--- src/rtl/tpsc_pkg.sv ---
// Package for the two-clip crossfade core: widths, word structs, command codes.
// Used by every module in rtl/; depends on nothing.
package tpsc_pkg;

  localparam int TIME_W = 32;
  localparam int ID_W   = 16;
  localparam int FRAC_W = 16;
  localparam int DVD_W  = TIME_W + FRAC_W;
  localparam int PROD_W = TIME_W + FRAC_W + 1;

  localparam logic OP_START = 1'b0;
  localparam logic OP_TICK  = 1'b1;

  localparam logic [2:0] DSEL_ONE   = 3'd0;
  localparam logic [2:0] DSEL_ALPHA = 3'd1;
  localparam logic [2:0] DSEL_STEP  = 3'd2;
  localparam logic [2:0] DSEL_PA    = 3'd3;
  localparam logic [2:0] DSEL_PB    = 3'd4;

  localparam logic [1:0] MSEL_MIX = 2'd0;
  localparam logic [1:0] MSEL_A   = 2'd1;
  localparam logic [1:0] MSEL_B   = 2'd2;

  typedef struct packed {
    logic        opcode;
    logic [15:0] clip_id;
    logic [31:0] clip_length;
    logic [31:0] start_time;
    logic [31:0] fade_length;
    logic [63:0] tag;
    logic [31:0] delta_time;
  } tpsc_in_t;

  typedef struct packed {
    logic        accepted;
    logic        sample_valid;
    logic [1:0]  active_clips;
    logic [15:0] first_id;
    logic [31:0] first_time;
    logic [15:0] second_id;
    logic [31:0] second_time;
    logic [16:0] mix_alpha;
    logic [63:0] first_tag;
    logic [63:0] second_tag;
  } tpsc_out_t;

  typedef struct packed {
    logic       cap;
    logic       div_go;
    logic [2:0] div_sel;
    logic       mul_go;
    logic       mul_fin;
    logic [1:0] mul_sel;
    logic       commit;
  } tpsc_cmd_t;

  typedef struct packed {
    logic       opcode;
    logic [1:0] count;
    logic       div_done;
    logic       out_free;
  } tpsc_stat_t;

endpackage

--- src/rtl/tpsc_div.sv ---
// Serial restoring divider, one quotient bit per cycle.
// Depends on tpsc_pkg for widths.
module tpsc_div import tpsc_pkg::*; (
  input  logic              clk,
  input  logic              rst_n,
  input  logic              go,
  input  logic [DVD_W-1:0]  dividend,
  input  logic [TIME_W-1:0] divisor,
  output logic              done,
  output logic [DVD_W-1:0]  quot,
  output logic [TIME_W-1:0] rem
);

  localparam int CNT_W = $clog2(DVD_W + 1);

  logic [CNT_W-1:0]  cnt_r;
  logic              busy_r;
  logic              done_r;
  logic [TIME_W-1:0] rem_r;
  logic [DVD_W-1:0]  quo_r;
  logic [TIME_W-1:0] dvs_r;
  logic [TIME_W:0]   trial;
  logic [TIME_W:0]   diff;
  logic              ge;

  assign trial = {rem_r, quo_r[DVD_W-1]};
  assign ge    = trial >= {1'b0, dvs_r};
  assign diff  = trial - {1'b0, dvs_r};

  always_ff @(posedge clk) begin
    if (!rst_n) begin
      busy_r <= 1'b0;
      done_r <= 1'b0;
      cnt_r  <= '0;
    end else begin
      done_r <= 1'b0;
      if (go) begin
        busy_r <= 1'b1;
        cnt_r  <= CNT_W'(DVD_W);
      end else if (busy_r) begin
        cnt_r <= cnt_r - 1'b1;
        if (cnt_r == CNT_W'(1)) begin
          busy_r <= 1'b0;
          done_r <= 1'b1;
        end
      end
    end
  end

  always_ff @(posedge clk) begin
    if (go) begin
      quo_r <= dividend;
      rem_r <= '0;
      dvs_r <= divisor;
    end else if (busy_r) begin
      rem_r <= ge ? diff[TIME_W-1:0] : trial[TIME_W-1:0];
      quo_r <= {quo_r[DVD_W-2:0], ge};
    end
  end

  assign done = done_r;
  assign quot = quo_r;
  assign rem  = rem_r;

endmodule

--- src/rtl/tpsc_ctrl.sv ---
// Sequencer for the crossfade core: walks one item through the shared units.
// Depends on tpsc_pkg for command and status structs.
module tpsc_ctrl import tpsc_pkg::*; (
  input  logic       clk,
  input  logic       rst_n,
  input  logic       in_valid,
  output logic       in_stall,
  input  tpsc_stat_t stat,
  output tpsc_cmd_t  cmd
);

  localparam logic [3:0] ST_IDLE   = 4'd0;
  localparam logic [3:0] ST_DEC    = 4'd1;
  localparam logic [3:0] ST_ONE    = 4'd2;
  localparam logic [3:0] ST_ALPHA  = 4'd3;
  localparam logic [3:0] ST_MIXM   = 4'd4;
  localparam logic [3:0] ST_MIXF   = 4'd5;
  localparam logic [3:0] ST_STEP   = 4'd6;
  localparam logic [3:0] ST_PA     = 4'd7;
  localparam logic [3:0] ST_PB     = 4'd8;
  localparam logic [3:0] ST_AM     = 4'd9;
  localparam logic [3:0] ST_AF     = 4'd10;
  localparam logic [3:0] ST_BM     = 4'd11;
  localparam logic [3:0] ST_BF     = 4'd12;
  localparam logic [3:0] ST_COMMIT = 4'd13;

  logic [3:0] state_r, state_nxt;
  logic       go_r, go_nxt;

  assign in_stall = (state_r != ST_IDLE);

  always_ff @(posedge clk) begin
    if (!rst_n) begin
      state_r <= ST_IDLE;
      go_r    <= 1'b0;
    end else begin
      state_r <= state_nxt;
      go_r    <= go_nxt;
    end
  end

  always_comb begin
    state_nxt = state_r;
    go_nxt    = go_r;
    cmd       = '0;
    case (state_r)
      ST_IDLE: begin
        if (in_valid) begin
          cmd.cap   = 1'b1;
          state_nxt = ST_DEC;
        end
      end
      ST_DEC: begin
        if (stat.opcode == OP_START || stat.count == 2'd0) begin
          state_nxt = ST_COMMIT;
        end else if (stat.count == 2'd1) begin
          state_nxt = ST_ONE;
        end else begin
          state_nxt = ST_ALPHA;
        end
      end
      ST_ONE, ST_ALPHA, ST_STEP, ST_PA, ST_PB: begin
        case (state_r)
          ST_ONE:   cmd.div_sel = DSEL_ONE;
          ST_ALPHA: cmd.div_sel = DSEL_ALPHA;
          ST_STEP:  cmd.div_sel = DSEL_STEP;
          ST_PA:    cmd.div_sel = DSEL_PA;
          default:  cmd.div_sel = DSEL_PB;
        endcase
        if (!go_r) begin
          cmd.div_go = 1'b1;
          go_nxt     = 1'b1;
        end else if (stat.div_done) begin
          go_nxt = 1'b0;
          case (state_r)
            ST_ONE:   state_nxt = ST_COMMIT;
            ST_ALPHA: state_nxt = ST_MIXM;
            ST_STEP:  state_nxt = ST_PA;
            ST_PA:    state_nxt = ST_PB;
            default:  state_nxt = ST_AM;
          endcase
        end
      end
      ST_MIXM: begin
        cmd.mul_go  = 1'b1;
        cmd.mul_sel = MSEL_MIX;
        state_nxt   = ST_MIXF;
      end
      ST_MIXF: begin
        cmd.mul_fin = 1'b1;
        cmd.mul_sel = MSEL_MIX;
        state_nxt   = ST_STEP;
      end
      ST_AM: begin
        cmd.mul_go  = 1'b1;
        cmd.mul_sel = MSEL_A;
        state_nxt   = ST_AF;
      end
      ST_AF: begin
        cmd.mul_fin = 1'b1;
        cmd.mul_sel = MSEL_A;
        state_nxt   = ST_BM;
      end
      ST_BM: begin
        cmd.mul_go  = 1'b1;
        cmd.mul_sel = MSEL_B;
        state_nxt   = ST_BF;
      end
      ST_BF: begin
        cmd.mul_fin = 1'b1;
        cmd.mul_sel = MSEL_B;
        state_nxt   = ST_COMMIT;
      end
      ST_COMMIT: begin
        if (stat.out_free) begin
          cmd.commit = 1'b1;
          state_nxt  = ST_IDLE;
        end
      end
      default: begin
        state_nxt = ST_IDLE;
        go_nxt    = 1'b0;
      end
    endcase
  end

endmodule

--- src/rtl/tpsc_dpath.sv ---
// Datapath for the crossfade core: slot state, scratch, multiplier, output word.
// Depends on tpsc_pkg and tpsc_div.
module tpsc_dpath import tpsc_pkg::*; (
  input  logic       clk,
  input  logic       rst_n,
  input  tpsc_in_t   in_data,
  input  tpsc_cmd_t  cmd,
  output tpsc_stat_t stat,
  output logic       out_valid,
  input  logic       out_stall,
  output tpsc_out_t  out_data
);

  logic [1:0]        cnt_r;
  logic [ID_W-1:0]   id_r   [2];
  logic [TIME_W-1:0] len_r  [2];
  logic [TIME_W-1:0] tim_r  [2];
  logic [63:0]       tag_r  [2];
  logic [TIME_W-1:0] elap_r;
  logic [TIME_W-1:0] tot_r;

  tpsc_in_t          item_r;
  logic [2:0]        dsel_r;
  logic [16:0]       alpha_r;
  logic [TIME_W-1:0] mix_r;
  logic [15:0]       step_r;
  logic [15:0]       pa_r, pb_r;
  logic [TIME_W-1:0] t0n_r, t1n_r;
  logic [PROD_W-1:0] prod_r;

  logic              out_valid_r;
  tpsc_out_t         out_r;
  tpsc_out_t         out_nxt;

  logic [DVD_W-1:0]  dvd;
  logic [TIME_W-1:0] dvs;
  logic              div_done;
  logic [DVD_W-1:0]  quot;
  logic [TIME_W-1:0] rem;
  logic [TIME_W:0]   sum_one;
  logic [TIME_W-1:0] delta;
  logic [TIME_W-1:0] mul_a;
  logic [16:0]       mul_b;
  logic              b_ge_a;
  logic [TIME_W-1:0] len_diff;
  logic [TIME_W:0]   elap_sum;
  logic              out_free;

  assign delta    = item_r.delta_time[TIME_W-1:0];
  assign sum_one  = {1'b0, tim_r[0]} + {1'b0, delta};
  assign b_ge_a   = len_r[1] >= len_r[0];
  assign len_diff = b_ge_a ? (len_r[1] - len_r[0]) : (len_r[0] - len_r[1]);
  assign elap_sum = {1'b0, elap_r} + {1'b0, delta};
  assign out_free = !out_valid_r || !out_stall;

  // Route divider operands by the requested quotient.
  always_comb begin
    case (cmd.div_sel)
      DSEL_ONE: begin
        dvd = DVD_W'(sum_one);
        dvs = len_r[0];
      end
      DSEL_ALPHA: begin
        dvd = {elap_r, {FRAC_W{1'b0}}};
        dvs = tot_r;
      end
      DSEL_STEP: begin
        dvd = {delta, {FRAC_W{1'b0}}};
        dvs = mix_r;
      end
      DSEL_PA: begin
        dvd = {tim_r[0], {FRAC_W{1'b0}}};
        dvs = len_r[0];
      end
      default: begin
        dvd = {tim_r[1], {FRAC_W{1'b0}}};
        dvs = len_r[1];
      end
    endcase
  end

  tpsc_div u_div (
    .clk      (clk),
    .rst_n    (rst_n),
    .go       (cmd.div_go),
    .dividend (dvd),
    .divisor  (dvs),
    .done     (div_done),
    .quot     (quot),
    .rem      (rem)
  );

  always_comb begin
    case (cmd.mul_sel)
      MSEL_MIX: begin
        mul_a = len_diff;
        mul_b = alpha_r;
      end
      MSEL_A: begin
        mul_a = len_r[0];
        mul_b = {1'b0, pa_r};
      end
      default: begin
        mul_a = len_r[1];
        mul_b = {1'b0, pb_r};
      end
    endcase
  end

  // Scratch registers: capture, quotient loads, product and its use.
  always_ff @(posedge clk) begin
    if (cmd.cap) item_r <= in_data;
    if (cmd.div_go) dsel_r <= cmd.div_sel;
    if (div_done) begin
      case (dsel_r)
        DSEL_ONE:   t0n_r <= (len_r[0] == '0) ? '0 : rem;
        DSEL_ALPHA: alpha_r <= (elap_r >= tot_r) ? 17'h10000 : {1'b0, quot[15:0]};
        DSEL_STEP:  step_r <= (mix_r == '0) ? 16'd0 : quot[15:0];
        DSEL_PA:    pa_r <= ((len_r[0] == '0) ? 16'd0 : quot[15:0]) + step_r;
        default:    pb_r <= ((len_r[1] == '0) ? 16'd0 : quot[15:0]) + step_r;
      endcase
    end
    if (cmd.mul_go) prod_r <= PROD_W'({mul_a, 17'd0} >> 17) * PROD_W'(mul_b);
    if (cmd.mul_fin) begin
      case (cmd.mul_sel)
        MSEL_MIX: mix_r <= b_ge_a ? (len_r[0] + prod_r[FRAC_W +: TIME_W])
                                  : (len_r[0] - prod_r[FRAC_W +: TIME_W]);
        MSEL_A:   t0n_r <= prod_r[FRAC_W +: TIME_W];
        default:  t1n_r <= prod_r[FRAC_W +: TIME_W];
      endcase
    end
  end

  // Build the result word from the slot state ahead of this commit.
  always_comb begin
    out_nxt              = '0;
    out_nxt.active_clips = cnt_r;
    out_nxt.first_id     = 16'(id_r[0]);
    out_nxt.first_time   = 32'(tim_r[0]);
    out_nxt.first_tag    = tag_r[0];
    out_nxt.second_id    = 16'(id_r[1]);
    out_nxt.second_time  = 32'(tim_r[1]);
    out_nxt.second_tag   = tag_r[1];
    if (item_r.opcode == OP_START) begin
      out_nxt.accepted = (cnt_r != 2'd2);
      if (cnt_r == 2'd0) begin
        out_nxt.active_clips = 2'd1;
        out_nxt.first_id     = 16'(item_r.clip_id[ID_W-1:0]);
        out_nxt.first_time   = 32'(item_r.start_time[TIME_W-1:0]);
        out_nxt.first_tag    = item_r.tag;
      end else if (cnt_r == 2'd1) begin
        out_nxt.active_clips = 2'd2;
        out_nxt.second_id    = 16'(item_r.clip_id[ID_W-1:0]);
        out_nxt.second_time  = 32'(item_r.start_time[TIME_W-1:0]);
        out_nxt.second_tag   = item_r.tag;
      end
    end else begin
      out_nxt.accepted     = 1'b1;
      out_nxt.sample_valid = (cnt_r != 2'd0);
      out_nxt.mix_alpha    = (cnt_r == 2'd2) ? alpha_r : 17'd0;
      if (cnt_r == 2'd2 && elap_r > tot_r) out_nxt.active_clips = 2'd1;
    end
  end

  // Commit: update slot state and load the output word together.
  always_ff @(posedge clk) begin
    if (!rst_n) begin
      cnt_r       <= 2'd0;
      elap_r      <= '0;
      tot_r       <= '0;
      out_valid_r <= 1'b0;
      for (int k = 0; k < 2; k++) begin
        id_r[k]  <= '0;
        len_r[k] <= '0;
        tim_r[k] <= '0;
        tag_r[k] <= '0;
      end
    end else begin
      if (cmd.commit) begin
        out_valid_r <= 1'b1;
      end else if (!out_stall) begin
        out_valid_r <= 1'b0;
      end
      if (cmd.commit) begin
        out_r <= out_nxt;
        if (item_r.opcode == OP_START) begin
          if (cnt_r != 2'd2) begin
            id_r[cnt_r[0]]  <= item_r.clip_id[ID_W-1:0];
            len_r[cnt_r[0]] <= item_r.clip_length[TIME_W-1:0];
            tim_r[cnt_r[0]] <= item_r.start_time[TIME_W-1:0];
            tag_r[cnt_r[0]] <= item_r.tag;
            cnt_r           <= cnt_r + 2'd1;
            elap_r          <= '0;
            tot_r           <= item_r.fade_length[TIME_W-1:0];
          end
        end else begin
          if (cnt_r == 2'd1) begin
            tim_r[0] <= t0n_r;
          end else if (cnt_r == 2'd2) begin
            if (elap_r > tot_r) begin
              // Hand slot two over to slot one and empty slot two.
              id_r[0]  <= id_r[1];
              len_r[0] <= len_r[1];
              tim_r[0] <= t1n_r;
              tag_r[0] <= tag_r[1];
              id_r[1]  <= '0;
              len_r[1] <= '0;
              tim_r[1] <= '0;
              tag_r[1] <= '0;
              cnt_r    <= 2'd1;
            end else begin
              tim_r[0] <= t0n_r;
              tim_r[1] <= t1n_r;
              elap_r   <= elap_sum[TIME_W] ? {TIME_W{1'b1}} : elap_sum[TIME_W-1:0];
            end
          end
        end
      end
    end
  end

  assign stat.opcode   = item_r.opcode;
  assign stat.count    = cnt_r;
  assign stat.div_done = div_done;
  assign stat.out_free = out_free;

  assign out_valid = out_valid_r;
  assign out_data  = out_r;

endmodule

--- src/rtl/two_clip_phase_sync_crossfade_core.sv ---
// Top level of the two-clip phase-synchronized crossfade core.
// Depends on tpsc_pkg, tpsc_ctrl and tpsc_dpath.
//
// One word in gives one word out. A start word goes from decode straight to
// commit. A tick with one clip takes one modulo; a tick with two clips takes
// alpha, phase step and two phases as four divisions, plus three multiplies.
// Tick time is dominated by the single shared serial divider, which produces
// one quotient bit per cycle over a 48-bit dividend. Words are taken one at a
// time; a finished result sits in the output register and the next word is
// accepted while it waits, but its own result is held until the register
// drains. Tick results show slot contents before the time advance.
module two_clip_phase_sync_crossfade_core import tpsc_pkg::*; (
  input  logic      clk,
  input  logic      rst_n,
  input  logic      in_valid,
  output logic      in_stall,
  input  tpsc_in_t  in_data,
  output logic      out_valid,
  input  logic      out_stall,
  output tpsc_out_t out_data
);

  tpsc_cmd_t  cmd;
  tpsc_stat_t stat;

  // Sequence each word through the shared divider and multiplier.
  tpsc_ctrl u_ctrl (
    .clk      (clk),
    .rst_n    (rst_n),
    .in_valid (in_valid),
    .in_stall (in_stall),
    .stat     (stat),
    .cmd      (cmd)
  );

  // Hold slot state, do the arithmetic, register the result word.
  tpsc_dpath u_dpath (
    .clk       (clk),
    .rst_n     (rst_n),
    .in_data   (in_data),
    .cmd       (cmd),
    .stat      (stat),
    .out_valid (out_valid),
    .out_stall (out_stall),
    .out_data  (out_data)
  );

endmodule

--- config.mk ---
export PLATFORM = sky130hd
export DESIGN_NAME = two_clip_phase_sync_crossfade_core
export DESIGN_NICKNAME = d
export VERILOG_FILES = /design/src/rtl/tpsc_pkg.sv /design/src/rtl/tpsc_div.sv /design/src/rtl/tpsc_ctrl.sv /design/src/rtl/tpsc_dpath.sv /design/src/rtl/two_clip_phase_sync_crossfade_core.sv
export SDC_FILE = /design/constraint.sdc
export NUM_CORES = 2
export LEC_CHECK = 0
export ABC_AREA = 1
export BUFFER_PORTS_ARGS = -buffer_cell sky130_fd_sc_hd__buf_2
export CAP_MARGIN = 10
export CELL_PAD_IN_SITES_DETAIL_PLACEMENT = 1
export CELL_PAD_IN_SITES_GLOBAL_PLACEMENT = 1
export CORE_MARGIN = 4
export CORE_UTILIZATION = 44
export DETAILED_ROUTE_END_ITERATION = 10
export PLACE_DENSITY = 0.77
export REMOVE_ABC_BUFFERS = 1
export SYNTH_ARGS = -nofsm -noshare
export SYNTH_HDL_FRONTEND = slang
export SYNTH_SLANG_ARGS = --single-unit
--- constraint.sdc ---
create_clock -name clk -period 11.2 [get_ports clk]
set_clock_uncertainty 0.05 [all_clocks]
set_input_delay 1.12 -clock clk [delete_from_list [all_inputs] [get_ports clk]]
set_output_delay 1.12 -clock clk [all_outputs]
set_load 0.005 [all_outputs]
---- After elaboration in Yosys (flattened, before gate mapping) ----
Memory sizes are Yosys's and may differ from the RTL's.
Index checks and enable logic that the tools add are counted.
Widths: inputs -> output; s select.
operators by class
  add/subtract/negate cells ............... 11
  $mul .................................... 1
  $lt $le $gt $ge ......................... 4
  equal/unequal tests ..................... 33
  muxes and demuxes ....................... 117
  bitwise gates (word level) .............. 16
  reduce and logical (&&, ||, !) cells .... 44
operator list
  cell                number
  $mux 32             23
  $mux 64             6
  $mux 48             5
  $pmux 48 s4         1
  $mux 128            1
  $sub 32x32->32      4
  $logic_not 32->1    3
  $mux 96             1
  $pmux 32 s3         1
  $mux 16             5
  $add 32x32->33      2
  $ge 32x32->1        2
  $pmux 32 s2         1
  $reduce_or 32->1    2
  $reduce_or 64->1    1
  $mux 1              49
  $mul 32x17->48      1
  $pmux 4 s10         1
  $pmux 17 s2         1
  $ge 33x32->1        1
  $add 16x16->16      2
  $add 32x32->32      1
  $gt 32x32->1        1
  $eq 4x4->1 const B  6
  other kinds (40)    105
storage, ports and cells
  bits in registers ....................... 858
  bits in writable memories ............... 288
  input bits .............................. 213
  output and inout bits ................... 247
  word-level logic and storage cells ...... 270
  memories kept ........................... 4
memory list
  name           words  width  read ports  clocked after memory_dff  write ports  line              source
  u_dpath.tag_r  2      64     2           0                         2            tpsc_dpath.sv:18  logic [63:0] tag_r [2];
  u_dpath.len_r  2      32     2           0                         2            tpsc_dpath.sv:16  logic [TIME_W-1:0] len_r [2];
  u_dpath.tim_r  2      32     2           0                         2            tpsc_dpath.sv:17  logic [TIME_W-1:0] tim_r [2];
  u_dpath.id_r   2      16     2           0                         2            tpsc_dpath.sv:15  logic [ID_W-1:0] id_r [2];

---- Longest topological paths before layout ----
  depth after elaboration ................. 11
  gate-level depth with buffers ........... 43
  depth with buffers taken out ............ 42

---- Modules after synthesis ----
From an unflattened synthesis, not the netlist that was laid out.
second synthesis, totals
  cell total of the unflattened synthesis .. 8827
  area total of the unflattened synthesis .. 77446.8 um^2
by module, submodules not included
  module      times used  cells each  area each (um^2)  seq. area each (um^2)
  tpsc_dpath  1           7667        69345.3           29188.0
  tpsc_div    1           1067        7594.8            3203.1
  tpsc_ctrl   1           93          506.7             100.1

---- Worst setup path after synthesis ----
Ideal clock, no wire load.
  path kind ............................... input port to flip-flop
  start ................................... input port in_valid
  end ..................................... register u_dpath.item_r (netlist bit u_dpath.delta[0]), enable pin
  library setup time ...................... 0.782 ns
  data arrival time ....................... 9.742 ns
  data required time ...................... 10.368 ns
  slack ................................... 0.625 ns
  stages .................................. 2
  buffers on the path ..................... 0
  cells stage by stage .................... inv_1 -> nor2_1
RTL lines
  item                  line                                      source
  from (decl)           two_clip_phase_sync_crossfade_core.sv:15  input logic in_valid,
  to (signal assigned)  tpsc_dpath.sv:112                         if (cmd.cap) item_r <= in_data;
  to (decl)             tpsc_dpath.sv:22                          tpsc_in_t item_r;

==> flow_metrics.tcl <==
set metrics [dict create \
    final-setup-viol-count 0 \
    layout.cells.non_filler 11300 \
    htree_levels 3 \
    syn_to_final_growth_pct 11.4 \
    crit_type "flop to flop" \
    synth_ff_type "edfxtp_1" \
    io_pins 460 \
    place_inst 11000 \
    synthTopCellsByCount "nand2_1, inv_1, edfxtp_1" \
    die_area_mm2 0.180 \
    max-clock-path-buffers 3 \
    critPathCaptureType "flop" \
    via_per_inst 5.75 \
    vias 64900 \
    slowest_stage "a21oi_1" \
    clock_latency_ns 0.83 \
    slowest_delay_ns 0.65 \
    grt_pass1_wl_um 443000 \
    start_util_pct 44.4 \
    yosysWarnings 0 \
    cts_made_buffers 119 \
    r2r-start "u_dpath.len_r[1][26]$_SDFFCE_PN0P_" \
    outcome "finished clean" \
    syn_area_mm2 0.0764 \
    timing.fmax_ghz 0.0935 \
    fin_ws_ns 0.508 \
    cts-resized-gates 0 \
    gp_congestion 0.964 \
    slew_viol_final 0 \
    synth.ff_latch_count 1130 \
    clkSinkCount 1130 \
    path_common_cell "inv_1" \
    hpwlAfterDp_um 235000 \
    startpoint_type "flop" \
    min_path_type "primary input to flop" \
    ys_top_cells_by_area "edfxtp_1, fa_1, nand2_1" \
    tightest_slew_ns 1.29 \
    ys_types 65 \
    cts_tree "yes" \
    postCtsSetupBuffers 0 \
    crit_fanout 55 \
    hp-start "in_data[75]" \
    fin_nets 9888 \
    cp-startpoint "u_dpath.len_r[1][26]$_SDFFCE_PN0P_" \
    die_h_um 425 \
    fin_tns_setup_ns 0 \
    cts_hold_buf 0 \
    dieWidth_um 425 \
    critPathBufInv 7 \
    required_ns 11.61 \
    cap_violations 0 \
    drt_iter0_drc 4845 \
    place_ws_ns 0.627 \
    finalHoldViolCount 0 \
    row_count 152 \
    yosysMostFrequentCell "nand2_1" \
    ys_async_sr_fraction_pct 0 \
    drcViolationCount 0 \
    rsz0062_at_grt "no" \
    syn-instance-count 8495 \
    core_mm2 0.172 \
    cp.arrival_ns 11.10 \
    grt_pass1_vias 69300 \
    antenna_found_initial 24 \
    drtAntennaViolNets 0 \
    synth.top_cell.area_share_pct 38.8 \
    routed_wl_um 303000 \
    clockRootBuffer "clkbuf_16" \
    grt_max_degree 137 \
    clk_pin_slew_ns 0.06 \
    synth_top_area_cell "edfxtp_1" \
    cpLargestDelayFamily "adder cells" \
    final_core_util_pct 49.4 \
    fin_crit_ns 10.69 \
    drive_gt1_share_pct 9.57 \
    route.detailed.wl_per_inst_um 26.8 \
    relSlewSlack_pct 14.0 \
    fin_crit_sh_pct 95.5 \
    synth.yosys.seq_area_share_pct 42.6 \
    post_synth.cell_area_avg_um2 8.99 \
    drtPass1Iterations 6 \
    grt_usage_pct 32.8 \
    port_buffers 459 \
    grt-ovfl-total 0 \
    synth_edf_count 986 \
]
## final cells by class
class	count	area, um2
Antenna cell	21	52.6
Clock inverter	54	591
Timing Repair Buffer	554	3040
Sequential cell	1130	32500
Clock buffer	173	3400
Fill cell	20000	87100
Multi-Input combinational cell	5671	37400
Tap cell	2310	2890
Inverter	1366	5130
## per-layer routing
layer  up-vias  global-route usage, %  routed length, um
li1      28800                      -                  -
met1     33100                   38.9             115000
met2      2296                   58.3             153000
met5         -                      0                 19
met4         4                   18.7              19200
met3       664                   2.87              15400
## sequential cells by signal (all words and copies together), names as in the netlist, 48 cells and up
signal,count
u_dpath.out_data,245
u_dpath.item_r,176
u_dpath.tag_r,128
u_dpath.len_r,64
u_dpath.tim_r,64
u_dpath.u_div.quot,48
## logic make-up after synthesis
| logic type | share of synthesized area [%] |
|---|---|
| buffers and inverters | 8.62 |
| adder cells (fa/ha/maj) | 18.1 |
| flip-flops | 42.6 |
| XOR/XNOR | 2.28 |
| AND/OR/NAND/NOR | 16.5 |
| AO/OA/AOI/OAI | 12.0 |
## metrics by stage
step	area (um2)	hold WS [ns]
global placement	81000	0.419
floorplan	74900	0.376
detailed placement	81000	0.428
CTS	85000	0.354
global route	85000	0.391
finish	85000	0.417
## placed cells by master (no fill, tap or decap), drive strengths merged, types with 156 or more instances in the layout
cell type	netlist	final
a21oi	503	503
buf	127	554
clkbuf	201	173
edfxtp	986	986
fa	454	454
ha	379	379
inv	1364	1368
nand2	1595	1595
nand3	421	421
nor2	825	825
o21ai	621	621
o22ai	156	156
## worst paths after layout
kind | endpoint | slack [ns] | cells after the start
max | u_dpath.prod_r[43]$_DFFE_PP_ | 0.51 | 33
min | u_dpath.item_r[75]$_DFFE_PP_ | 0.42 | 1
max reg2reg | u_dpath.prod_r[43]$_DFFE_PP_ | 0.51 | 33
min reg2reg | u_dpath.u_div.cnt_r[1]$_SDFFE_PP0P_ | 0.45 | 2
Power is left out: the tool's default activity adds up to more than one toggle a clock period on the data nets, which glitch-free logic cannot reach.
